### src/rtl/hca_pkg.sv
`timescale 1ns / 1ps
// ----------------------------------------------------------------------------
// hca_pkg
// Shared types and codes for the heightmap corner average block: request and
// result payloads, the microcode control word and its field codes.
// ----------------------------------------------------------------------------
package hca_pkg;

    // fixed field widths
    localparam int TILE_W    = 12;
    localparam int FIELD_H_W = 16;
    localparam int CFG_W     = 7;
    localparam int CFG_IDX_W = 1;
    localparam int STEP_W    = 5;

    // configuration register indexes
    localparam logic [CFG_IDX_W-1:0] CFG_GRID_WIDTH  = 1'd0;
    localparam logic [CFG_IDX_W-1:0] CFG_GRID_HEIGHT = 1'd1;

    // request kinds
    localparam logic REQ_WRITE   = 1'b0;
    localparam logic REQ_CORNERS = 1'b1;

    // result status
    localparam logic STATUS_OK    = 1'b0;
    localparam logic STATUS_RANGE = 1'b1;

    // jump conditions
    localparam logic [2:0] JC_NEXT   = 3'd0;
    localparam logic [2:0] JC_ALWAYS = 3'd1;
    localparam logic [2:0] JC_IDLE   = 3'd2;
    localparam logic [2:0] JC_OOR    = 3'd3;
    localparam logic [2:0] JC_WRITE  = 3'd4;
    localparam logic [2:0] JC_LOOP   = 3'd5;

    // neighbor offsets along one axis
    localparam logic [1:0] OFS_ZERO  = 2'd0;
    localparam logic [1:0] OFS_PLUS  = 2'd1;
    localparam logic [1:0] OFS_MINUS = 2'd2;

    // neighbor presence bits
    localparam logic [3:0] NEED_BELOW = 4'b0001;
    localparam logic [3:0] NEED_ABOVE = 4'b0010;
    localparam logic [3:0] NEED_LEFT  = 4'b0100;
    localparam logic [3:0] NEED_RIGHT = 4'b1000;

    // corner masks and corner numbers
    localparam logic [3:0] CM_BL = 4'b0001;
    localparam logic [3:0] CM_AL = 4'b0010;
    localparam logic [3:0] CM_AR = 4'b0100;
    localparam logic [3:0] CM_BR = 4'b1000;

    localparam logic [1:0] CORNER_BL = 2'd0;
    localparam logic [1:0] CORNER_AL = 2'd1;
    localparam logic [1:0] CORNER_AR = 2'd2;
    localparam logic [1:0] CORNER_BR = 2'd3;

    // result kinds issued by a finishing step
    localparam logic [1:0] FIN_NONE  = 2'd0;
    localparam logic [1:0] FIN_OK    = 2'd1;
    localparam logic [1:0] FIN_WRITE = 2'd2;
    localparam logic [1:0] FIN_ERR   = 2'd3;

    typedef struct packed {
        logic                        req_type;
        logic [TILE_W-1:0]           tile_index;
        logic signed [FIELD_H_W-1:0] height_value;
    } hca_req_t;

    typedef struct packed {
        logic                        status;
        logic signed [FIELD_H_W-1:0] corner_below_left;
        logic signed [FIELD_H_W-1:0] corner_above_left;
        logic signed [FIELD_H_W-1:0] corner_above_right;
        logic signed [FIELD_H_W-1:0] corner_below_right;
    } hca_res_t;

    typedef struct packed {
        logic [2:0]        jc;
        logic [STEP_W-1:0] target;
        logic              div_init;
        logic              div_step;
        logic              rd;
        logic [1:0]        dx;
        logic [1:0]        dy;
        logic [3:0]        need;
        logic [3:0]        add;
        logic              cdiv;
        logic [1:0]        corner;
        logic [1:0]        fin;
        logic              mem_wr;
    } hca_uword_t;

    typedef struct packed {
        logic oor;
        logic is_write;
        logic div_more;
    } hca_cond_t;

endpackage

### src/rtl/hca_div.sv
`timescale 1ns / 1ps
// ----------------------------------------------------------------------------
// hca_div
// Two-stage divider of a signed corner sum by a count of 1 to 4, truncating
// toward zero; divide by three is a reciprocal multiply with one correction.
// ----------------------------------------------------------------------------
module hca_div import hca_pkg::*; #(
    parameter int HB = 16
) (
    input  logic                 clk,
    input  logic                 rst_n,
    input  logic                 launch,
    input  logic signed [HB+1:0] sum,
    input  logic [2:0]           cnt,
    input  logic [1:0]           idx,
    output logic                 done,
    output logic [1:0]           done_idx,
    output logic [HB-1:0]        quot
);

    localparam int SW = HB + 2;
    localparam logic [SW-1:0] RECIP = SW'((64'd1 << SW) / 3);

    logic            s1_v_reg;
    logic            s1_neg_reg;
    logic [SW-1:0]   s1_mag_reg;
    logic [2:0]      s1_cnt_reg;
    logic [1:0]      s1_idx_reg;
    logic [2*SW-1:0] s1_prod_reg;
    logic            s2_v_reg;
    logic [1:0]      s2_idx_reg;
    logic [HB-1:0]   s2_quot_reg;

    logic [SW-1:0]   mag;
    logic [SW-1:0]   q0;
    logic [SW+1:0]   rem3;
    logic [SW-1:0]   q;
    logic [SW-1:0]   q_signed;

    assign mag = (sum < 0) ? SW'(-sum) : SW'(sum);

    always_ff @(posedge clk)
    begin
        s1_neg_reg  <= sum < 0;
        s1_mag_reg  <= mag;
        s1_cnt_reg  <= cnt;
        s1_idx_reg  <= idx;
        s1_prod_reg <= (2*SW)'(mag) * (2*SW)'(RECIP);
    end

    // quotient by count, magnitude first
    always_comb
    begin
        q0   = s1_prod_reg[2*SW-1:SW];
        rem3 = (SW+2)'(s1_mag_reg) - ((SW+2)'(q0) + ((SW+2)'(q0) << 1));
        unique case (s1_cnt_reg)
            3'd2:    q = s1_mag_reg >> 1;
            3'd3:    q = (rem3 >= (SW+2)'(3)) ? q0 + SW'(1) : q0;
            3'd4:    q = s1_mag_reg >> 2;
            default: q = s1_mag_reg;
        endcase
        q_signed = s1_neg_reg ? SW'(-q) : q;
    end

    always_ff @(posedge clk)
    begin
        s2_idx_reg  <= s1_idx_reg;
        s2_quot_reg <= q_signed[HB-1:0];
    end

    always_ff @(posedge clk or negedge rst_n)
    begin
        if (!rst_n)
        begin
            s1_v_reg <= 1'b0;
            s2_v_reg <= 1'b0;
        end
        else
        begin
            s1_v_reg <= launch;
            s2_v_reg <= s1_v_reg;
        end
    end

    assign done     = s2_v_reg;
    assign done_idx = s2_idx_reg;
    assign quot     = s2_quot_reg;

endmodule

### config.mk
export PLATFORM = sky130hd
export DESIGN_NAME = hca_div
export DESIGN_NICKNAME = d
export VERILOG_FILES = /design/src/rtl/hca_pkg.sv /design/src/rtl/hca_div.sv
export SDC_FILE = /design/constraint.sdc
export NUM_CORES = 1
export LEC_CHECK = 0
export ABC_AREA = 1
export BUFFER_PORTS_ARGS = -buffer_cell sky130_fd_sc_hd__buf_4
export CELL_PAD_IN_SITES_DETAIL_PLACEMENT = 1
export CELL_PAD_IN_SITES_GLOBAL_PLACEMENT = 1
export CORE_MARGIN = 2
export CORE_UTILIZATION = 44
export DETAILED_ROUTE_END_ITERATION = 10
export PLACE_DENSITY = 0.84
export SLEW_MARGIN = 20
export SYNTH_ARGS = -nofsm -noshare
export SYNTH_HDL_FRONTEND = slang
export SYNTH_SLANG_ARGS = --single-unit
### constraint.sdc
create_clock -name clk -period 3.5 [get_ports clk]
set_input_delay 0 -clock clk [delete_from_list [all_inputs] [get_ports clk]]
set_output_delay 0 -clock clk [all_outputs]
set_load 0.005 [all_outputs]
==> impl_metrics.tcl, run 1 <==
set metrics [dict create \
    gr-total-overflow 81 \
    rows 56 \
    endpoint_type "sequential cell input" \
    stop_stage "5_1_grt" \
    cts_num_sinks 61 \
    dieHeight_um 158 \
    synth_area_per_cell_um2 7.69 \
    synth_area_um2 10400 \
    ys.flop_type "dfxtp_1" \
    synthCells 1354 \
    yosysSeqAreaShare_pct 11.8 \
    yosysTopAreaCellShare_pct 21.6 \
    syn_nets 1672 \
    cts_inserted_buffers 9 \
    synth.largest_area_cell "ha_1" \
    grt_use_total_pct 64.8 \
    synth_area_leaders "ha_1, fa_1, inv_1" \
    yosysUniqueCellTypes 44 \
    stop_error "[ERROR GRT-0232] Routing congestion too high. Check the congestion heatmap in the GUI." \
    start_util_pct 44.6 \
    dieWidth_um 158 \
    root_buffer "clkbuf_16" \
    io_pins 45 \
    ys_seq_elements 61 \
    yosys-top-cells-count "inv_1, nand2_1, ha_1" \
    globalplace.congestion 0.948 \
    synth-async-reset-ratio_pct 3.28 \
    synth_most_common_cell "inv_1" \
    ys_warn_count 0 \
    io_buffers 44 \
    htree_levels 3 \
    cts_buffer_depth 2 \
    grt_max_degree 18 \
    placed_cells 1953 \
    grt-worst-endpoint "s1_prod_reg[28]$_DFF_P_/D" \
    dp_hpwl_um 35300 \
    synth_edf_count 0 \
    status "did not finish" \
    postPlaceCellArea_um2 13200 \
]
stage by stage:
step,utilization (%),setup slack (ns),hold slack [ns]
4_1_cts,63.3,-2.46,0.0688
2_1_floorplan,-,-2.23,-0.296
3_3_place_gp,56.6,-2.61,-0.218
3_5_place_dp,56.6,-3.24,-0.209
logic make-up after synthesis:
kind of cell    synth area share (%)
compound gates                  6.35
xor+xnor                        4.27
fa+ha+maj                       43.2
buf+inv                         12.6
flops                           11.8
simple gates                    21.8
routing by layer:
layer  global-route usage, %  overflow
met1                    59.0         0
met2                    89.4        42
met3                    44.0         2
met4                    72.6        37
met5                    8.28         0
what timing repair did:
action / 4_1_cts
gates resized for setup: 224
gates cloned: 1
endpoints found under the setup margin: 33
pin swaps: 128
endpoints found under the hold margin: 9
buffers inserted: 43
hold buffers: 9
==> run 2: changes to the inputs <==
Settings changed: CELL_PAD_IN_SITES_DETAIL_PLACEMENT 1 to not set, CELL_PAD_IN_SITES_GLOBAL_PLACEMENT 1 to not set, CORE_UTILIZATION 44 to 35, PLACE_DENSITY 0.84 to not set, PLACE_DENSITY_LB_ADDON set to 0.15.
Clock period 3.5 ns to 4.55 ns, I/O delays scaled along.
==> run 2 against run 1 <==
The flow now finishes, with violations (negative setup slack). Area after synthesis did not move. Synthesized cell count is the same.
==> impl_metrics.tcl, run 2 <==
set metrics [dict create \
    status "finished, violations left" \
    violations "negative setup slack" \
    fin_setup_tns_ns -12.75 \
    yosys-top-cells-count "inv_1, nand2_1, ha_1" \
    htree_levels 3 \
    wl_um 27900 \
    yosysTopAreaCellShare_pct 21.6 \
    slowest_stage "fa_2" \
    drtIter0Drc 397 \
    rr_startpoint "s1_prod_reg[24]$_DFF_P_" \
    synth_area_leaders "ha_1, fa_1, inv_1" \
    setup_ws_ns -0.995 \
    ys_warn_count 0 \
    synth_most_common_cell "inv_1" \
    ys_seq_elements 61 \
    viasPerCell 4.56 \
    worst-setup-path-type "in2reg" \
    ys.flop_type "dfxtp_1" \
    synth_area_um2 10400 \
    dieHeight_um 176 \
    io_buffers 44 \
    cts_inserted_buffers 9 \
    synth.largest_area_cell "ha_1" \
    cts.clk_slew.worst_paths_ns 0.05 \
    synth_xor_area_share_pct 4.27 \
    drc 0 \
    gr-total-overflow 0 \
    worst_pin_slew_ns 0.732 \
    dp_hpwl_um 24600 \
    cts_tree "done" \
    crit_fanout 5 \
    antennaDiodeCount 0 \
    antenna_found_initial 1 \
    muxShareOfSynthArea_pct 0 \
    setup_violations 17 \
    min_period_ns 5.54 \
    grt_max_degree 18 \
    grt_pass1_vias 8952 \
    grt_pass1_wl_um 45100 \
    final_max_slew_viol_count 0 \
    dieArea_um2 31100 \
    clk-insertion-delay-late_ns 0.33 \
    cap_violations 0 \
    hp-start "sum[17]" \
    r2r_end "quot[14]$_DFF_P_" \
    wl_per_cell_um 14.2 \
    synth-async-reset-ratio_pct 3.28 \
    final_common_cell "inv_1" \
    synth_top_family_by_area "adder cells" \
    yosysSeqAreaShare_pct 11.8 \
    crit_start "sum[4]" \
    crit_arrival_ns 5.81 \
    mostFrequentLayoutCells "inv_1, nand2_1, buf_4, ha_1, fa_1" \
    skew_ns 0.00656 \
    placed_cells 1923 \
    dieWidth_um 176 \
    rows 63 \
    start_util_pct 35.3 \
    min_path_type "in2reg" \
    cts_num_sinks 61 \
    cp-endpoint "s1_prod_reg[31]$_DFF_P_" \
    globalplace.congestion 0.884 \
    vias 8951 \
    max_slew_margin_pct 51.1 \
    final_cells 1965 \
    cts_buffer_depth 2 \
    worstSetupStartpointType "primary input" \
    grt_use_total_pct 18.5 \
    synthCells 1354 \
    largest_register_ffs 18 \
    reg2regPathDepth 28 \
    rsz0062_at_grt "true" \
    cp-end-kind "flop" \
    core-area_um2 29500 \
    finalNetCount 1888 \
    fmax_mhz 180 \
    fin_crit_sh_pct 122 \
    critical_path.max_stage_delay_ns 0.55 \
    dr.pass1.iters 5 \
    hold_viol_final 0 \
    r2r_slack_ns 0.53 \
    cp_common_cell "inv_2" \
    yosysUniqueCellTypes 44 \
    synth_compound_area_share_pct 6.35 \
    drive_gt1_share_pct 25.6 \
    whs_ns 0.106 \
    root_buffer "clkbuf_16" \
    synth_edf_count 0 \
    synthAdderAreaFrac_pct 43.2 \
    required_ns 4.81 \
    syn_nets 1672 \
    synth_area_per_cell_um2 7.69 \
    synth_simple_gate_area_share_pct 21.8 \
    io_pins 45 \
    area_growth_pct 30.2 \
    ant_nets 0 \
]
==> run 2: cell counts after synthesis <==
No cell type changed its count.
==> run 2: worst min path at each step <==
stage | slack [ns] | cells after the start | endpoint
floorplan | -0.30 | 0 | done$_DFF_PN0_
global placement | -0.22 | 1 | done$_DFF_PN0_
detailed placement | -0.21 | 1 | s1_v_reg$_DFF_PN0_
CTS | 0.11 | 3 | s1_neg_reg$_DFF_P_
global route | 0.14 | 3 | s1_neg_reg$_DFF_P_
finish | 0.11 | 3 | s1_neg_reg$_DFF_P_
==> run 2: layer usage <==
metal | vias to the layer above | share of wire [%] | global-route usage [%]
li1 | 4625 | - | -
met3 | 30 | 3.5 | 2.43
met2 | 171 | 50 | 33.6
met1 | 4125 | 45 | 23.3
met5 | - | 0 | 0
met4 | 0 | 1.7 | 4.13
==> run 2: repair_timing <==
action / in CTS / in global routing
resized for setup: 75 / 26
hold endpoints to repair: 9 / 0
endpoints found under the setup margin: 17 / 20
setup buffers: 15 / 4
pin swaps: 75 / 28
hold buffers: 9 / 0
==> run 2: worst max-delay path, delay by kind of cell <==
family	cells	cell delay, ns
AOI/OAI and AO/OA	3	0.34
xor gates and xnor gates	1	0.14
adders and majority gates	7	2.84
buffers and inverters	13	0.88
and+or+nand+nor	12	1.60
==> run 2: cells by family after synthesis <==
family	after synthesis
flip-flops	61
AND/OR/NAND/NOR	495
AO/OA/AOI/OAI	108
adder cells (fa/ha/maj)	292
XOR/XNOR	49
buffers and inverters	349
==> run 2: final cells by class <==
cell class,count,area [µm²]
clock buffers,13,260
clock inverters,3,21.3
fillers,2964,15900
inverters,340,1280
multi-input cells,944,8570
flip-flops and latches,61,1230
well taps,390,488
repair buffers,214,1700
==> run 2: per-stage QoR <==
step	util (%)	setup slack [ns]	cell area [µm²]
finish	46.0	-0.995	13600
global route	46.0	-1.27	13600
CTS	45.4	-1.05	13400
detailed placement	42.5	-1.78	12500
global placement	42.5	-1.71	12500
floorplan	-	-1.18	10700
Power of run 2 is left out: the tool's default activity adds up to more than one toggle a clock period on the data nets, which glitch-free logic cannot reach.
==> run 3: changes to the inputs <==
Settings changed: CORE_MARGIN 2 to not set, MAX_ROUTING_LAYER set to met4, REMOVE_ABC_BUFFERS set to 1.
==> run 3 against run 2 <==
The run still ends with negative setup slack left. Hold slack worse by 0.060 ns. Setup slack lost 0.21 ns. Clock skew is 0.0013 ns lower. Cell count shrank 0.31%. Highest routed layer unchanged. Die area is 2.3% lower. Critical path depth shrank 2. Fmax is 3.7% lower. Routed wire length increased by 3.0%. Global-route usage rose by 2.3 points. Sequential share of layout area rose by 0.15 points. Core utilization about the same.
==> impl_metrics.tcl, run 3 (same netlist as run 2, synthesis figures left out) <==
set metrics [dict create \
    status "finished, violations left" \
    violations "negative setup slack" \
    min_period_ns 5.76 \
    final_common_cell "inv_1" \
    cts_inserted_buffers 9 \
    cp_common_cell "inv_1" \
    min_path_type "in2reg" \
    slowest_stage "fa_1" \
    rows 62 \
    worst-setup-path-type "in2reg" \
    rr_startpoint "s1_prod_reg[22]$_DFF_P_" \
    dieHeight_um 174 \
    dp_hpwl_um 25100 \
    core-area_um2 29000 \
    dieArea_um2 30400 \
    top_layer "met4" \
    finalNetCount 1888 \
    dr.pass1.iters 5 \
    regArea_um2 1230 \
    wl_met3_um 845 \
    setup_violations 17 \
    area_growth_pct 28.1 \
    met1_length_um 14100 \
    rsz0062_at_grt "true" \
    final_max_slew_viol_count 0 \
    r2r_end "quot[14]$_DFF_P_" \
    crit_cells 34 \
    gr-total-overflow 0 \
    grt_pass1_wl_um 48300 \
    wl_um 28700 \
    hp-start "sum[16]" \
    crit_arrival_ns 5.98 \
    crit_fanout 4 \
    cts_buffer_depth 2 \
    drtIter0Drc 424 \
    cp-endpoint "s1_prod_reg[32]$_DFF_P_" \
    cp-end-kind "flop" \
    worstSetupStartpointType "primary input" \
    wl_per_cell_um 14.7 \
    reg2regPathDepth 25 \
    drive_gt1_share_pct 23.8 \
    fmax_mhz 174 \
    cts_num_sinks 61 \
    crit_start "sum[3]" \
    cap_violations 0 \
    critPathBufInv 10 \
    mostFrequentLayoutCells "inv_1, nand2_1, buf_4, ha_1, fa_1" \
    grt_max_degree 18 \
    fin_crit_sh_pct 127 \
    dieWidth_um 174 \
    multiInputGateArea_um2 8380 \
    setup_ws_ns -1.21 \
    antenna_found_initial 0 \
    htree_levels 3 \
    wl_met2_um 13400 \
    largest_register_ffs 18 \
    start_util_pct 35.9 \
    vias 8982 \
    root_buffer "clkbuf_16" \
    skew_ns 0.00529 \
    grt_use_total_pct 20.8 \
    drc 0 \
    io_buffers 44 \
    cts.clk_slew.worst_paths_ns 0.05 \
    max_slew_margin_pct 52.0 \
    worst_pin_slew_ns 0.719 \
    antennaDiodeCount 0 \
    r2r_slack_ns 0.45 \
    globalplace.congestion 0.881 \
    io_pins 45 \
    whs_ns 0.0459 \
    crit_family "adder cells" \
    grt_pass1_vias 9241 \
    critical_path.max_stage_delay_ns 0.51 \
    viasPerCell 4.58 \
    hold_viol_final 0 \
    clk-insertion-delay-late_ns 0.33 \
    nFillCells 2964 \
    required_ns 4.77 \
    cts_tree "done" \
    ant_nets 0 \
]
run 3: cell count changes in the layout (fill, tap and decap cells not counted), sizes merged:
cell         change
dlygate4sd3      +1
buf              -1
clkinv           +3
clkbuf           -4
inv              +1
bufinv           +1
clkinvlp         -1
run 3: worst reg2reg max path, delay by kind of cell (launching register included):
family	cells	cell delay (ns)
flip-flops	1	0.41
adder cells (fa/ha/maj)	3	1.09
buffers and inverters	3	0.25
AND/OR/NAND/NOR	18	2.06
AO/OA/AOI/OAI	1	0.18
run 3: how the worst min path moves through the flow:
stage | to | slack [ns] | cells after the start
after floorplan | done$_DFF_PN0_ | -0.30 | 0
after detailed placement | done$_DFF_PN0_ | -0.22 | 1
after CTS | s1_mag_reg[17]$_DFF_P_ | 0.04 | 3
final | s1_mag_reg[17]$_DFF_P_ | 0.05 | 3
after global routing | s1_mag_reg[17]$_DFF_P_ | 0.05 | 3
after global placement | done$_DFF_PN0_ | -0.22 | 1
run 3: what timing repair did:
action	in CTS	in global routing
resized for setup	75	25
hold buffers	10	0
hold endpoints to repair	10	0
setup endpoints to repair	17	19
pin swaps	33	51
buffers inserted	14	7
run 3: layer usage:
metal,vias up,track usage [%]
li1,4639,-
met2,121,33.7
met1,4199,28.1
met3,23,2.23
met5,-,-
met4,0,4.02
run 3: layout make-up:
type / instances / share of cell area [%]
repair buffers: 214 / 12.5
clock inverters: 7 / 0.563
multi-input cells: 944 / 62.8
inverters: 340 / 9.57
flip-flops and latches: 61 / 9.24
clock buffers: 9 / 1.69
well taps: 384 / 3.60
run 3: stage by stage:
step	cell area [µm²]	std cells	worst slack, ns	TNS (ns)	utilization, %
6_report	13300	1959	-1.21	-15.26	45.9
5_1_grt	13300	1959	-1.53	-20.86	45.9
4_1_cts	13200	1952	-1.30	-16.63	45.4
3_5_place_dp	12200	1912	-2.21	-29.60	42.2
3_3_place_gp	12200	1912	-1.97	-27.02	42.2
2_1_floorplan	10400	1345	-1.69	-22.21	-
Power of run 3 is left out for the same reason.
==> run 4: changes to the inputs <==
Settings changed: CORE_UTILIZATION 35 to 60, TNS_END_PERCENT set to 1.
==> run 4 against run 3 <==
The flow still finishes with violations (negative setup slack). Non-clock buffer count down 7. Cell area down 2.4%. First-iteration DRC count up 90%. Register-to-register slack worse by 0.06 ns. Die area down 41%. Global-route usage up 15 points. Core utilization up 32 points.
==> impl_metrics.tcl, run 4 (same netlist as run 2, synthesis figures left out) <==
set metrics [dict create \
    wl_met2_um 13900 \
    drtIter0Drc 806 \
    io_buffers 44 \
    root_buffer "clkbuf_16" \
    worstSetupStartpointType "primary input" \
    max_slew_margin_pct 23.4 \
    postPlaceCellArea_um2 12000 \
    dr.pass1.iters 7 \
    required_ns 4.76 \
    cts_tree "done" \
    drive_gt1_share_pct 22.3 \
    critPathBufInv 12 \
    vias 9657 \
    rsz0062_at_grt "true" \
    dp_hpwl_um 24200 \
    final_area_um2 13000 \
    crit_arrival_ns 5.99 \
    dieHeight_um 134 \
    cp_common_cell "inv_1" \
    wl_um 30300 \
    cts_inserted_buffers 9 \
    final_max_slew_viol_count 0 \
    crit_fanout 4 \
    hold_viol_final 0 \
    dp_slack_ns -2.01 \
    cts_buffer_depth 2 \
    clk-insertion-delay-late_ns 0.33 \
    cts.clk_slew.worst_paths_ns 0.05 \
    min_period_ns 5.78 \
    worst-setup-path-type "in2reg" \
    top_layer "met4" \
    antennaDiodeCount 0 \
    start_util_pct 62.1 \
    fin_crit_sh_pct 127 \
    nFillCells 1173 \
    dieArea_um2 17900 \
    setup_ws_ns -1.23 \
    grt_pass1_wl_um 47800 \
    final_common_cell "inv_1" \
    worst_pin_slew_ns 1.15 \
    area_growth_pct 25.0 \
    dieWidth_um 134 \
    slowest_stage "fa_1" \
    violations "negative setup slack" \
    gr-total-overflow 0 \
    antenna_found_initial 0 \
    min_path_type "in2reg" \
    drc 0 \
    grt_max_degree 23 \
    core-area_um2 16800 \
    cap_violations 0 \
    fmax_mhz 173 \
    largest_register_ffs 18 \
    io_pins 45 \
    wl_per_cell_um 17.0 \
    wl_met3_um 2520 \
    htree_levels 3 \
    cp-end-kind "flop" \
    r2r_slack_ns 0.39 \
    ant_nets 0 \
    grt_pass1_vias 9600 \
    status "finished, violations left" \
    skew_ns 0.00606 \
    mostFrequentLayoutCells "inv_1, nand2_1, buf_4, ha_1, fa_1" \
    critical_path.max_stage_delay_ns 0.55 \
    met1_length_um 13000 \
    cts_num_sinks 61 \
    setup_violations 17 \
    finalNetCount 1881 \
    globalplace.congestion 0.999 \
    viasPerCell 5.40 \
    grt_use_total_pct 35.8 \
    crit_family "adder cells" \
    rows 47 \
]
run 4: final timing paths:
path,start,depth (start not counted),end
worst min register to register,s1_idx_reg[1]$_DFF_P_,0,done_idx[1]$_DFF_P_
worst max register to register,s1_prod_reg[27]$_DFF_P_,25,quot[14]$_DFF_P_
worst min-delay path,sum[16],3,s1_mag_reg[17]$_DFF_P_
min in group asynchronous,rst_n,3,s1_v_reg$_DFF_PN0_
max in group asynchronous,rst_n,3,done$_DFF_PN0_
worst max-delay path,sum[0],33,s1_prod_reg[34]$_DFF_P_
run 4: metal layers:
metal / GRT usage (%) / vias to the layer above
li1: - / 4621
met1: 47.0 / 4535
met2: 56.7 / 415
met3: 6.58 / 86
met4: 9.15 / 0
met5: - / -
run 4: area by class of cell:
type	instances	area (µm²)	area share (%)
flip-flops and latches	61	1230	9.47
multi-input cells	944	8320	64.0
inverters	340	1280	9.81
clock inverters	4	73.8	0.568
well taps	220	275	2.12
repair buffers	207	1590	12.3
clock buffers	12	236	1.82
run 4: tightest hold or removal path: stages:
cell    delay, ns
buf_4        0.11
nor4_2       0.06
buf_4        0.18
run 4: timing repair:
item / in CTS / in global routing
endpoints found under the setup margin: 17 / 17
hold buffers: 10 / 0
setup buffers: 19 / 3
endpoints found under the hold margin: 10 / 0
resized for setup: 59 / 22
pin swaps: 37 / 23
run 4: through the flow:
step,utilization [%],hold slack (ns),instances,setup TNS (ns)
global placement,71.4,-0.216,1740,-24.28
floorplan,-,-0.296,1345,-22.21
global route,77.6,0.0980,1788,-22.76
CTS,76.8,0.0835,1785,-16.01
finish,77.6,0.0968,1788,-17.26
detailed placement,71.4,-0.213,1740,-27.77
Power of run 4 is left out for the same reason.
