[config.mk]
export PLATFORM = sky130hd
export DESIGN_NAME = hca_seq
export DESIGN_NICKNAME = d
export VERILOG_FILES = /design/src/rtl/hca_pkg.sv /design/src/rtl/hca_seq.sv
export SDC_FILE = /design/constraint.sdc
export NUM_CORES = 1
export LEC_CHECK = 0
export BUFFER_PORTS_ARGS = -buffer_cell sky130_fd_sc_hd__buf_2
export CAP_MARGIN = 20
export CORE_MARGIN = 5
export CORE_UTILIZATION = 25
export DETAILED_ROUTE_END_ITERATION = 12
export PLACE_DENSITY = 0.52
export SYNTH_ARGS = -nofsm -noshare
export SYNTH_HDL_FRONTEND = slang
export SYNTH_SLANG_ARGS = --single-unit
export TNS_END_PERCENT = 50
[constraint.sdc]
create_clock -name clk -period 2.5 [get_ports clk]
set_clock_uncertainty 0.1 [all_clocks]
set_input_delay 0.25 -clock clk [delete_from_list [all_inputs] [get_ports clk]]
set_output_delay 0.25 -clock clk [all_outputs]
set_load 0.05 [all_outputs]
[src/rtl/hca_pkg.sv]
`timescale 1ns / 1ps
// ----------------------------------------------------------------------------
// hca_pkg
// Shared types and codes for the heightmap corner average block: request and
// result payloads, the microcode control word and its field codes.
// ----------------------------------------------------------------------------
package hca_pkg;

    // fixed field widths
    localparam int TILE_W    = 12;
    localparam int FIELD_H_W = 16;
    localparam int CFG_W     = 7;
    localparam int CFG_IDX_W = 1;
    localparam int STEP_W    = 5;

    // configuration register indexes
    localparam logic [CFG_IDX_W-1:0] CFG_GRID_WIDTH  = 1'd0;
    localparam logic [CFG_IDX_W-1:0] CFG_GRID_HEIGHT = 1'd1;

    // request kinds
    localparam logic REQ_WRITE   = 1'b0;
    localparam logic REQ_CORNERS = 1'b1;

    // result status
    localparam logic STATUS_OK    = 1'b0;
    localparam logic STATUS_RANGE = 1'b1;

    // jump conditions
    localparam logic [2:0] JC_NEXT   = 3'd0;
    localparam logic [2:0] JC_ALWAYS = 3'd1;
    localparam logic [2:0] JC_IDLE   = 3'd2;
    localparam logic [2:0] JC_OOR    = 3'd3;
    localparam logic [2:0] JC_WRITE  = 3'd4;
    localparam logic [2:0] JC_LOOP   = 3'd5;

    // neighbor offsets along one axis
    localparam logic [1:0] OFS_ZERO  = 2'd0;
    localparam logic [1:0] OFS_PLUS  = 2'd1;
    localparam logic [1:0] OFS_MINUS = 2'd2;

    // neighbor presence bits
    localparam logic [3:0] NEED_BELOW = 4'b0001;
    localparam logic [3:0] NEED_ABOVE = 4'b0010;
    localparam logic [3:0] NEED_LEFT  = 4'b0100;
    localparam logic [3:0] NEED_RIGHT = 4'b1000;

    // corner masks and corner numbers
    localparam logic [3:0] CM_BL = 4'b0001;
    localparam logic [3:0] CM_AL = 4'b0010;
    localparam logic [3:0] CM_AR = 4'b0100;
    localparam logic [3:0] CM_BR = 4'b1000;

    localparam logic [1:0] CORNER_BL = 2'd0;
    localparam logic [1:0] CORNER_AL = 2'd1;
    localparam logic [1:0] CORNER_AR = 2'd2;
    localparam logic [1:0] CORNER_BR = 2'd3;

    // result kinds issued by a finishing step
    localparam logic [1:0] FIN_NONE  = 2'd0;
    localparam logic [1:0] FIN_OK    = 2'd1;
    localparam logic [1:0] FIN_WRITE = 2'd2;
    localparam logic [1:0] FIN_ERR   = 2'd3;

    typedef struct packed {
        logic                        req_type;
        logic [TILE_W-1:0]           tile_index;
        logic signed [FIELD_H_W-1:0] height_value;
    } hca_req_t;

    typedef struct packed {
        logic                        status;
        logic signed [FIELD_H_W-1:0] corner_below_left;
        logic signed [FIELD_H_W-1:0] corner_above_left;
        logic signed [FIELD_H_W-1:0] corner_above_right;
        logic signed [FIELD_H_W-1:0] corner_below_right;
    } hca_res_t;

    typedef struct packed {
        logic [2:0]        jc;
        logic [STEP_W-1:0] target;
        logic              div_init;
        logic              div_step;
        logic              rd;
        logic [1:0]        dx;
        logic [1:0]        dy;
        logic [3:0]        need;
        logic [3:0]        add;
        logic              cdiv;
        logic [1:0]        corner;
        logic [1:0]        fin;
        logic              mem_wr;
    } hca_uword_t;

    typedef struct packed {
        logic oor;
        logic is_write;
        logic div_more;
    } hca_cond_t;

endpackage

[src/rtl/hca_seq.sv]
`timescale 1ns / 1ps
// ----------------------------------------------------------------------------
// hca_seq
// Microcode sequencer: step counter, control store and conditional jumps.
// ----------------------------------------------------------------------------
module hca_seq import hca_pkg::*; (
    input  logic       clk,
    input  logic       rst_n,
    input  logic       start,
    input  hca_cond_t  cond,
    output hca_uword_t ctl,
    output logic       busy
);

    localparam logic [STEP_W-1:0] ST_IDLE      = 5'd0;
    localparam logic [STEP_W-1:0] ST_CHK_RANGE = 5'd1;
    localparam logic [STEP_W-1:0] ST_CHK_KIND  = 5'd2;
    localparam logic [STEP_W-1:0] ST_DIV       = 5'd3;
    localparam logic [STEP_W-1:0] ST_RD_C      = 5'd4;
    localparam logic [STEP_W-1:0] ST_RD_B      = 5'd5;
    localparam logic [STEP_W-1:0] ST_RD_A      = 5'd6;
    localparam logic [STEP_W-1:0] ST_RD_L      = 5'd7;
    localparam logic [STEP_W-1:0] ST_RD_LA     = 5'd8;
    localparam logic [STEP_W-1:0] ST_RD_LB     = 5'd9;
    localparam logic [STEP_W-1:0] ST_RD_R      = 5'd10;
    localparam logic [STEP_W-1:0] ST_RD_RA     = 5'd11;
    localparam logic [STEP_W-1:0] ST_RD_RB     = 5'd12;
    localparam logic [STEP_W-1:0] ST_DRAIN     = 5'd13;
    localparam logic [STEP_W-1:0] ST_CD0       = 5'd14;
    localparam logic [STEP_W-1:0] ST_CD1       = 5'd15;
    localparam logic [STEP_W-1:0] ST_CD2       = 5'd16;
    localparam logic [STEP_W-1:0] ST_CD3       = 5'd17;
    localparam logic [STEP_W-1:0] ST_WAIT0     = 5'd18;
    localparam logic [STEP_W-1:0] ST_WAIT1     = 5'd19;
    localparam logic [STEP_W-1:0] ST_FIN       = 5'd20;
    localparam logic [STEP_W-1:0] ST_WRITE     = 5'd21;
    localparam logic [STEP_W-1:0] ST_ERR       = 5'd22;

    logic [STEP_W-1:0] step_reg;
    logic [STEP_W-1:0] step_next;

    // control store
    function automatic hca_uword_t ucode(input logic [STEP_W-1:0] step);
        hca_uword_t u;
        u = '0;
        unique case (step)
            ST_IDLE:
            begin
                u.jc     = JC_IDLE;
                u.target = ST_IDLE;
            end
            ST_CHK_RANGE:
            begin
                u.jc     = JC_OOR;
                u.target = ST_ERR;
            end
            ST_CHK_KIND:
            begin
                u.jc       = JC_WRITE;
                u.target   = ST_WRITE;
                u.div_init = 1'b1;
            end
            ST_DIV:
            begin
                u.jc       = JC_LOOP;
                u.target   = ST_DIV;
                u.div_step = 1'b1;
            end
            ST_RD_C:
            begin
                u.rd  = 1'b1;
                u.add = CM_BL | CM_AL | CM_AR | CM_BR;
            end
            ST_RD_B:
            begin
                u.rd   = 1'b1;
                u.dy   = OFS_MINUS;
                u.need = NEED_BELOW;
                u.add  = CM_BL | CM_BR;
            end
            ST_RD_A:
            begin
                u.rd   = 1'b1;
                u.dy   = OFS_PLUS;
                u.need = NEED_ABOVE;
                u.add  = CM_AL | CM_AR;
            end
            ST_RD_L:
            begin
                u.rd   = 1'b1;
                u.dx   = OFS_MINUS;
                u.need = NEED_LEFT;
                u.add  = CM_BL | CM_AL;
            end
            ST_RD_LA:
            begin
                u.rd   = 1'b1;
                u.dx   = OFS_MINUS;
                u.dy   = OFS_PLUS;
                u.need = NEED_LEFT | NEED_ABOVE;
                u.add  = CM_AL;
            end
            ST_RD_LB:
            begin
                u.rd   = 1'b1;
                u.dx   = OFS_MINUS;
                u.dy   = OFS_MINUS;
                u.need = NEED_LEFT | NEED_BELOW;
                u.add  = CM_BL;
            end
            ST_RD_R:
            begin
                u.rd   = 1'b1;
                u.dx   = OFS_PLUS;
                u.need = NEED_RIGHT;
                u.add  = CM_AR | CM_BR;
            end
            ST_RD_RA:
            begin
                u.rd   = 1'b1;
                u.dx   = OFS_PLUS;
                u.dy   = OFS_PLUS;
                u.need = NEED_RIGHT | NEED_ABOVE;
                u.add  = CM_AR;
            end
            ST_RD_RB:
            begin
                u.rd   = 1'b1;
                u.dx   = OFS_PLUS;
                u.dy   = OFS_MINUS;
                u.need = NEED_RIGHT | NEED_BELOW;
                u.add  = CM_BR;
            end
            ST_DRAIN:
            begin
                u.jc = JC_NEXT;
            end
            ST_CD0:
            begin
                u.cdiv   = 1'b1;
                u.corner = CORNER_BL;
            end
            ST_CD1:
            begin
                u.cdiv   = 1'b1;
                u.corner = CORNER_AL;
            end
            ST_CD2:
            begin
                u.cdiv   = 1'b1;
                u.corner = CORNER_AR;
            end
            ST_CD3:
            begin
                u.cdiv   = 1'b1;
                u.corner = CORNER_BR;
            end
            ST_WAIT0, ST_WAIT1:
            begin
                u.jc = JC_NEXT;
            end
            ST_FIN:
            begin
                u.jc     = JC_ALWAYS;
                u.target = ST_IDLE;
                u.fin    = FIN_OK;
            end
            ST_WRITE:
            begin
                u.jc     = JC_ALWAYS;
                u.target = ST_IDLE;
                u.fin    = FIN_WRITE;
                u.mem_wr = 1'b1;
            end
            ST_ERR:
            begin
                u.jc     = JC_ALWAYS;
                u.target = ST_IDLE;
                u.fin    = FIN_ERR;
            end
            default:
            begin
                u.jc     = JC_ALWAYS;
                u.target = ST_IDLE;
            end
        endcase
        return u;
    endfunction

    assign ctl  = ucode(step_reg);
    assign busy = step_reg != ST_IDLE;

    always_comb
    begin
        unique case (ctl.jc)
            JC_NEXT:   step_next = step_reg + STEP_W'(1);
            JC_ALWAYS: step_next = ctl.target;
            JC_IDLE:   step_next = start ? step_reg + STEP_W'(1) : ctl.target;
            JC_OOR:    step_next = cond.oor ? ctl.target : step_reg + STEP_W'(1);
            JC_WRITE:  step_next = cond.is_write ? ctl.target : step_reg + STEP_W'(1);
            JC_LOOP:   step_next = cond.div_more ? ctl.target : step_reg + STEP_W'(1);
            default:   step_next = ST_IDLE;
        endcase
    end

    always_ff @(posedge clk or negedge rst_n)
    begin
        if (!rst_n)
        begin
            step_reg <= ST_IDLE;
        end
        else
        begin
            step_reg <= step_next;
        end
    end

endmodule

# Word-level counts from Yosys, hierarchy flattened
# Cells that the tools add are included.
op_classes:
  add_sub_neg: 1
  mul: 0
  div_mod_pow: 0
  order_cmp: 0
  eq_ne: 27
  n_shift: 0
  mux: 17
  bitwise: 0
  n_reduce_logical: 9
op_table:
  columns: ["operator", "n"]
  rows:
  - ["5-bit by 4-bit == test with 1-bit output, second input constant", 8]
  - ["4-bit case mux with 9 select lines", 1]
  - ["5-bit == test, second input constant", 7]
  - ["4-bit case mux with 8 select lines", 1]
  - ["5-bit case mux with 6 select lines", 1]
  - ["5-bit by 3-bit == test with 1-bit output, second input constant", 4]
  - ["5-bit two-way mux", 4]
  - ["16-bit OR reduction", 1]
  - ["3-bit case mux with 5 select lines", 1]
  - ["5-bit case mux with 3 select lines", 1]
  - ["3-bit case mux with 4 select lines", 1]
  - ["3-bit OR reduction", 4]
  - ["5-bit by 2-bit == test with 1-bit output, second input constant", 2]
  - ["9-bit OR reduction", 1]
  - ["2-bit case mux with 2 select lines", 2]
  - ["3-bit by 2-bit == test with 1-bit output, second input constant", 2]
  - ["3-bit == test, second input constant", 2]
  - ["2-bit case mux with 3 select lines", 1]
  - ["5-bit by 1-bit adder with 5-bit output, second input constant", 1]
  - ["5-bit by 1-bit == test with 1-bit output, second input constant", 1]
  - ["5-bit zero test", 1]
  - ["5-bit nonzero test", 1]
  - ["1-bit two-way mux", 4]
  - ["3-bit by 1-bit == test with 1-bit output, second input constant", 1]
  - ["3-bit zero test", 1]
word_totals:
  regBits: 5
  latch_bits: 0
  mem_bits_rw: 0
  mem_bits_ro: 0
  in_bits: 6
  out_inout_bits: 30
  word_cells: 55
  memories: 0

# Logic depth before layout (Yosys ltp)
# Gate-level depths: netlist (run 1).
logic_depth:
  depth_word: 5
  depth_mapped: 7
  depth_no_buf: 6

# Least setup slack after synthesis (run 1)
# OpenSTA, ideal clock, no wires.
synth_path:
  path_kind: "reg2out"
  startpoint: "register step_reg[0]"
  endpoint: "output ctl[18] (netlist name)"
  arrival_time_ns: 2.476
  required_time_ns: 2.150
  path_slack_ns: -0.326
  stages_incl_launch_ff: 7
  path_buffers: 1
  path_cell_list: "dfrtp_1 -> inv_1 -> ha_1 -> buf_2 -> a211oi_1 -> nor3_1 -> or3_1"
synth_lines:
  columns: ["element", "line_no", "source"]
  rows:
  - ["from (decl)", "hca_seq.sv:39", "logic [STEP_W-1:0] step_reg;"]
  - ["from (signal assigned)", "hca_seq.sv:214", "step_reg <= step_next;"]
  - ["to (decl)", "hca_seq.sv:11", "output hca_uword_t ctl,"]

==> results of run 1 <==
==> report_power, final <==
part	leakage, nW	total [mW]	internal (mW)	switching (mW)
clock network	0.0150	0.0948	0.0604	0.0344
registers	0.0651	0.146	0.109	0.0369
logic	0.471	1.46	0.408	1.06
total	0.551	1.70	0.577	1.13
==> repair_timing <==
item	4_1_cts	5_1_grt
hold buffers	1	0
endpoints found under the setup margin	1	3
hold endpoints to repair	5	0
resized for setup	1	4
setup buffers	0	0
==> metrics by stage <==
step	total power, mW	hold slack [ns]	std cells
after floorplan	1.294	-0.1456	124
after detailed placement	1.586	-0.02859	199
after global placement	1.581	-0.03248	199
final	1.704	0.2480	204
after global routing	1.839	0.2601	204
after CTS	1.699	0.2383	204
==> logic make-up after synthesis <==
group                      share of synthesized area (%)
xor gates and xnor gates                           2.074
AOI/OAI and AO/OA                                  29.04
and+or+nand+nor                                    34.81
DFF                                                14.81
adders and majority gates                          7.407
buffers and inverters                              11.41
other                                             0.4440
==> cell type report <==
| cell class | instances | area (um2) | share of cell area, % |
|---|---|---|---|
| timing repair buffer | 42 | 239.0 | 21.56 |
| inverter | 6 | 22.52 | 2.032 |
| sequential | 5 | 126.4 | 11.40 |
| clock buffer | 4 | 26.28 | 2.370 |
| multi-input combinational | 101 | 636.9 | 57.45 |
| tap | 46 | 57.56 | 5.192 |
==> worst max path at each step <==
| stage | startpoint | end | slack [ns] | cells past startpoint |
|---|---|---|---|---|
| after detailed placement | step_reg[0] | ctl[26] | 0.24 | 6 |
| after global placement | step_reg[0] | ctl[26] | 0.31 | 6 |
| final | step_reg[0] | ctl[26] | 0.09 | 6 |
| after CTS | step_reg[0] | ctl[18] | 0.03 | 7 |
| after floorplan | step_reg[0] | ctl[13] | -0.20 | 7 |
| after global routing | step_reg[0] | ctl[7] | 0.02 | 6 |
==> layer usage <==
layer | wire length, um | track usage (%)
met1 | 1193 | 15.48
met2 | 1284 | 20.22
met3 | 201 | 2.627
met4 | 12 | 2.978
met5 | 0 | 0
==> Yosys cell counts, drive strengths merged <==
master / instances / area [um2]
nor2: 19 / 87.58
ha: 5 / 62.56
a31o: 3 / 26.28
or3: 3 / 18.77
dfrtp: 5 / 125.1
a2111o: 1 / 11.26
nand2: 8 / 30.03
buf: 8 / 58.80
a311o: 1 / 10.01
a22oi: 1 / 7.510
nand3b: 2 / 15.01
or2: 2 / 12.52
nand4: 1 / 6.260
o21ai: 8 / 43.79
a211oi: 3 / 22.52
nor2b: 3 / 18.77
xnor2: 1 / 8.760
a21oi: 14 / 70.07
a31oi: 1 / 6.260
o221a: 1 / 11.26
clkbuf: 4 / 15.01
and3: 3 / 18.77
nand3: 3 / 15.01
o31ai: 1 / 7.510
o211ai: 2 / 20.02
xor2: 1 / 8.760
nor4b: 1 / 8.760
o32ai: 1 / 8.760
nor3: 5 / 25.02
inv: 6 / 22.52
and2: 2 / 12.51
nand2b: 4 / 25.02
conb: 1 / 3.750
==> worst register-to-register path, cell delays in order, from the launching register on <==
cell      delay, ns
dfrtp_2        0.43
ha_1           0.23
and3_1         0.18
ha_1           0.24
or3_1          0.41
o211ai_2       0.13
o32ai_1        0.14
==> placed cells by master, fill, tap and decap left out, types with 2 or more instances in the layout <==
cell and n:
nor3_1 4, nor2_1 18, a211oi_1 2, ha_1 5, dfrtp_1 4, nand2b_1 4
a31o_2 3, a21oi_1 13, and3_1 3, nand3b_1 2, clkbuf_4 3, buf_2 33
inv_1 6, nand2_1 8, nor2b_1 3, buf_4 7, o21ai_0 6, or3_1 3
nand3_1 3, and2_1 2
==> results_dict.tcl, run 1 <==
set metrics [dict create \
    outcome "completed" \
    clk_latency_ns 0.24 \
    slowest_delay_ns 0.43 \
    criticalPathCategory "reg -> out" \
    yosysSeqAreaShare_pct 14.81 \
    crit_fanout 6 \
    power_leakage_nw 0.5515 \
    port_buffers 34 \
    fin_ws_ns 0.08513 \
    cts-root-buf "clkbuf_4" \
    cp.required_ns 2.15 \
    p_per_area_nw_per_um2 1537 \
    grt_pass1_vias 958 \
    drt_wl_total_um 2693 \
    initial_core_util_pct 25.51 \
    dieArea_um2 4640 \
    r2r_setup_slack_ns 0.49 \
    setup_violations 0 \
    cts_tree "yes" \
    core_area_um2 3311 \
    routabilityCongestion 0.7933 \
    holdCritPathClass "in -> async" \
    htreeDepth 1 \
    gr-total-overflow 0 \
    drtPass1Iterations 4 \
    r2r_cells 6 \
    grt_usage_pct 12.02 \
    fin_nets 170 \
    dpl_cell_area_um2 1060 \
    crit_path_top_delay_cell "dfrtp_2" \
    drive_gt1_share_pct 34.81 \
    vias 1011 \
    synth_cells 124 \
    numCtsBuffers 3 \
    die_h_um 68.12 \
    largest_reg_flops 5 \
    yosys.cell_types.count 40 \
    slew_viol_final 0 \
    wl_per_cell_um 13.20 \
    io_pins 36 \
    syn-cell-area_um2 844.6 \
    clk_pin_slew_worst_paths_ns 0.05 \
    ant_nets 0 \
    grt_max_degree 19 \
    drcViolationCount 0 \
    rsz0062_at_grt "false" \
    cts_max_path_buffers 2 \
    synth_seq_cells 5 \
    nFillCells 385 \
    ys_warn_count 0 \
    crit_top_cell "ha_1" \
    path_buf_inv 1 \
    grt_first_pass_wirelength_um 4374 \
    crit_arrival_ns 2.06 \
    setup.worst_path.start_class "flip-flop" \
    r2r_start "step_reg[0]" \
    min_period_ns 2.415 \
    die_w_um 68.12 \
    ir_drop_mv 0.4788 \
    cts_sinks 5 \
    r2r_end "step_reg[0]" \
    antenna_found_initial 0 \
    final-hold-violation-count 0 \
    crit_family "simple AND/OR/NAND/NOR gates" \
    utilization_pct 33.48 \
    stdcell_area_um2 1109 \
    synth_area_per_cell_um2 6.811 \
    drt-initial-drc-count 63 \
    synthesis.nets 135 \
    vias_per_cell 4.956 \
    max_freq_mhz 414.1 \
    diodes 0 \
    finalCritPeriodShare_pct 96.59 \
    rows 21 \
    max-cap-violations 0 \
    post-place-ws_ns 0.2397 \
    cp_cell_sequence "ha_1, and3_1, ha_1, or3_1, o211ai_2, buf_6" \
    syn_to_final_growth_pct 31.26 \
    dp_hpwl_um 2082 \
    slew_headroom_pct 65.93 \
    worstMarginPinSlew_ns 0.5111 \
    setup_tns_ns 0 \
    cp-end-kind "primary output" \
]
Note: power is estimated with default switching activity, not from simulation.
==> run 2, diff against run 1 <==
Settings changed: GPL_TIMING_DRIVEN set to 0.
==> run 2 against run 1 <==
Compared with the run above:
- first-iteration DRC count down 14%
- design area up 8.2%
- sequential power about the same
- critical path depth up 1
- global-route usage up 0.25 points
- register-to-register slack worse by 0.14 ns
- flip-flop and latch count unchanged
- clock power down 3.9%
- critical path type unchanged
==> results_dict.tcl, run 2 (same netlist as run 1, synthesis figures left out) <==
set metrics [dict create \
    die_w_um 68.12 \
    cts-root-buf "clkbuf_4" \
    drive_gt1_share_pct 40.00 \
    holdCritPathClass "in -> async" \
    crit_arrival_ns 2.11 \
    p_total_mw 1.811 \
    setup_violations 0 \
    dpl_cell_area_um2 1081 \
    final_common_cell "buf_2" \
    fin_nets 177 \
    r2r_cells 8 \
    stdcell_area_um2 1200 \
    largest_reg_flops 5 \
    drt-initial-drc-count 54 \
    htreeDepth 1 \
    maxUsedRoutingLayer "met4" \
    p_per_area_nw_per_um2 1510 \
    criticalPathCategory "reg -> out" \
    slew_viol_final 0 \
    nFillCells 389 \
    rows 21 \
    drt_wl_total_um 2782 \
    final-hold-violation-count 0 \
    dieArea_um2 4640 \
    dp_hpwl_um 2155 \
    ir_drop_mv 0.4724 \
    numCtsBuffers 3 \
    r2r_setup_slack_ns 0.35 \
    regArea_um2 127.6 \
    drtPass1Iterations 4 \
    wl_met1_um 1261 \
    cp.required_ns 2.15 \
    cts_max_path_buffers 2 \
    antenna_found_initial 0 \
    ant_nets 0 \
    crit_path_start "step_reg[0]" \
    multiInputGateArea_um2 671.9 \
    rsz0062_at_grt "true" \
    vias 1027 \
    core_area_um2 3311 \
    gr-total-overflow 0 \
    cts_tree "yes" \
    grt_max_degree 11 \
    mostFrequentLayoutCells "buf_2, nor2_1, a21oi_1" \
    hold_ws_ns 0.2556 \
    max_freq_mhz 406.5 \
    clk_pin_slew_worst_paths_ns 0.05 \
    cp-end-kind "primary output" \
    r2r_end "step_reg[0]" \
    grt_usage_pct 12.27 \
    met2RoutedLength_um 1321 \
    vias_per_cell 4.867 \
    die_h_um 68.12 \
    syn_to_final_growth_pct 42.07 \
    outcome "completed" \
    min_period_ns 2.460 \
    cts_sinks 5 \
    grt_pass1_vias 1009 \
    setup_tns_ns 0 \
    slew_headroom_pct 60.85 \
    wl_per_cell_um 13.18 \
    crit_fanout 10 \
    r2r_start "step_reg[0]" \
    initial_core_util_pct 25.51 \
    clk_latency_ns 0.24 \
    setup.worst_path.start_class "flip-flop" \
    grt_first_pass_wirelength_um 4540 \
    finalCritPeriodShare_pct 98.41 \
    crit_end "ctl[26]" \
    diodes 0 \
    io_pins 36 \
    routabilityCongestion 0.8159 \
    power_leakage_nw 0.5893 \
    worstMarginPinSlew_ns 0.5827 \
    max-cap-violations 0 \
    dr_wl_met3_um 187 \
    port_buffers 34 \
    drcViolationCount 0 \
    utilization_pct 36.24 \
]
==> run 2: how the worst min path moves through the flow <==
stage | startpoint | to | slack (ns) | depth (start not counted)
after global placement | rst_n | step_reg[1] | -0.04 | 1
after floorplan | rst_n | step_reg[0] | -0.15 | 0
after global routing | rst_n | step_reg[1] | 0.28 | 2
final | rst_n | step_reg[1] | 0.26 | 2
after CTS | rst_n | step_reg[1] | 0.26 | 2
after detailed placement | rst_n | step_reg[3] | -0.03 | 1
==> run 2: what timing repair did <==
| item | CTS | global route |
|---|---|---|
| pin swaps | 1 | 1 |
| endpoints found under the hold margin | 5 | 0 |
| hold buffers | 1 | 0 |
| setup endpoints to repair | 7 | 12 |
| resized for setup | 12 | 14 |
| setup buffers | 2 | 0 |
==> run 2: critical path: stages (launching register included) <==
cell and delay [ns]:
dfrtp_2 0.44, ha_4 0.21, clkbuf_8 0.17, and3_1 0.21, ha_4 0.18, or3_4 0.37, o211ai_2 0.10, buf_6 0.19
==> run 2: final cells by class <==
class | instances | area share (%)
Tap cell | 46 | 4.797
Clock buffer | 4 | 2.190
Sequential cell | 5 | 10.64
Inverter | 6 | 1.877
Timing Repair Buffer | 37 | 17.00
Buffer | 12 | 7.508
Multi-Input combinational cell | 101 | 56.00
==> run 2: through the flow <==
stage	setup WS [ns]	instances
2_1_floorplan	-0.2038	124
3_3_place_gp	-0.2065	204
3_5_place_dp	-0.2173	204
4_1_cts	0.001770	211
5_1_grt	-0.02224	211
6_report	0.03971	211
==> run 2: per-layer routing <==
| layer | track usage (%) | up-vias |
|---|---|---|
| li1 | - | 519 |
| met1 | 16.58 | 478 |
| met2 | 20.58 | 28 |
| met3 | 1.149 | 2 |
| met4 | 3.474 | 0 |
| met5 | 0 | - |
==> run 2: where the power goes <==
group          switching, mW  total (mW)  internal (mW)
Sequential            0.0327       0.143          0.110
Combinational           1.10        1.58          0.479
Clock                 0.0309      0.0911         0.0602
==> run 3, diff against run 2 <==
--- a/config.mk
+++ b/config.mk
@@ -9,2 +9,3 @@
 export CAP_MARGIN = 20
+export CORE_ASPECT_RATIO = 0.6
 export CORE_MARGIN = 5
==> constraint.sdc (replaced) <==
create_clock -name clk -period 2.5 [get_ports clk]
set_clock_uncertainty 0.1 [all_clocks]
set_input_delay 0 -clock clk [delete_from_list [all_inputs] [get_ports clk]]
set_output_delay 0 -clock clk [all_outputs]
set_load 0.05 [all_outputs]
==> run 3 against run 2 <==
Compared with the run above:
- combinational power fell by 5%
- hold slack got worse by 0.23 ns
- first-iteration DRC count rose by 69%
- largest power group unchanged
- highest routed layer unchanged
==> results_dict.tcl, run 3 (same netlist as run 1, synthesis figures left out) <==
set metrics [dict create \
    p_per_area_nw_per_um2 1554 \
    criticalPathCategory "reg -> out" \
    nFillCells 365 \
    post-place-ws_ns -0.02102 \
    drt_wl_total_um 2872 \
    grt_pass1_vias 993 \
    slew_viol_final 0 \
    ir_drop_mv 0.5998 \
    finalCritPeriodShare_pct 94.34 \
    cts_sinks 5 \
    power_leakage_nw 0.5725 \
    cp-end-kind "primary output" \
    final_common_cell "buf_2" \
    crit_fanout 10 \
    initial_core_util_pct 26.04 \
    gr-total-overflow 0 \
    htreeDepth 1 \
    crit_arrival_ns 2.26 \
    dieArea_um2 4679 \
    placed_cells 203 \
    mostFrequentLayoutCells "buf_2, nor2_1, a21oi_1" \
    rsz0062_at_grt "false" \
    finalNonFillerCells 208 \
    slew_headroom_pct 63.30 \
    diodes 0 \
    port_buffers 34 \
    setup.worst_path.start_class "flip-flop" \
    cts_tree "yes" \
    setup_violations 0 \
    grt_first_pass_wirelength_um 4581 \
    vias_per_cell 5.019 \
    fin_nets 175 \
    largest_reg_flops 5 \
    grt_max_degree 11 \
    cts_max_path_buffers 2 \
    utilization_pct 35.49 \
    p_total_mw 1.789 \
    die_w_um 85.04 \
    clk_latency_ns 0.22 \
    core_area_um2 3243 \
    routabilityCongestion 0.8325 \
    clk_pin_slew_worst_paths_ns 0.03 \
    drtPass1Iterations 4 \
    regArea_um2 126.4 \
    cp.required_ns 2.40 \
    min_period_ns 2.358 \
    drt-initial-drc-count 91 \
    holdCritPathClass "in -> async" \
    syn_to_final_growth_pct 36.30 \
    antenna_found_initial 0 \
    fin_ws_ns 0.1416 \
    drcViolationCount 0 \
    worstMarginPinSlew_ns 0.5462 \
    numCtsBuffers 3 \
    cts-root-buf "clkbuf_8" \
    io_pins 36 \
    vias 1044 \
    r2r_setup_slack_ns 0.19 \
    outcome "completed" \
    drive_gt1_share_pct 35.58 \
    max_freq_mhz 424.0 \
    rows 16 \
    final-hold-violation-count 0 \
    hold_ws_ns 0.02744 \
    grt_usage_pct 12.44 \
    ant_nets 0 \
    dp_hpwl_um 2280 \
    multiInputGateArea_um2 638.1 \
    die_h_um 55.02 \
    max-cap-violations 0 \
    wl_per_cell_um 13.81 \
]
## run 3: per-layer routing
| metal | track usage [%] | wire length [um] |
|---|---|---|
| met1 | 17.24 | 1435 |
| met2 | 18.81 | 1228 |
| met3 | 2.811 | 177 |
| met4 | 5.000 | 31 |
| met5 | 0 | 0 |
## run 3: metrics by stage
step	setup TNS, ns	instance area, um2
floorplan	0	849.6
detailed placement	-0.02102	1076
global route	0	1151
global placement	0	1076
CTS	0	1141
finish	0	1151
## run 3: repair_timing
action | 4_1_cts | 5_1_grt
setup endpoints to repair | 2 | 4
endpoints found under the hold margin | 5 | 0
hold buffers | 1 | 0
setup buffers | 0 | 0
resized for setup | 4 | 6
## run 3: worst paths after layout
path | from | end | cells after the start
worst max-delay path | step_reg[0] | ctl[26] | 7
worst min-delay path | rst_n | step_reg[4] | 2
worst max register to register | step_reg[0] | step_reg[1] | 7
worst min register to register | step_reg[1] | step_reg[3] | 3
max in group asynchronous | rst_n | step_reg[0] | 2
min in group clk | cond[1] | step_reg[0] | 3
## run 3: area by class of cell
type | count | area share [%]
plain buffers | 12 | 6.630
repair buffers | 35 | 16.20
clock buffers | 4 | 3.913
flip-flops and latches | 5 | 10.98
inverters | 6 | 1.957
well taps | 45 | 4.891
multi-input cells | 101 | 55.43
## run 3: power by group
group	internal [mW]	total [mW]	switching (mW)
clock network	0.109	0.148	0.0384
registers	0.109	0.139	0.0293
logic	0.416	1.50	1.09
## run 3: critical path, cell delays in order, from the launching register on
cell      delay [ns]
dfrtp_2         0.44
ha_2            0.25
buf_2           0.21
and3_1          0.20
ha_2            0.21
or3_4           0.39
o211ai_2        0.13
buf_6           0.20
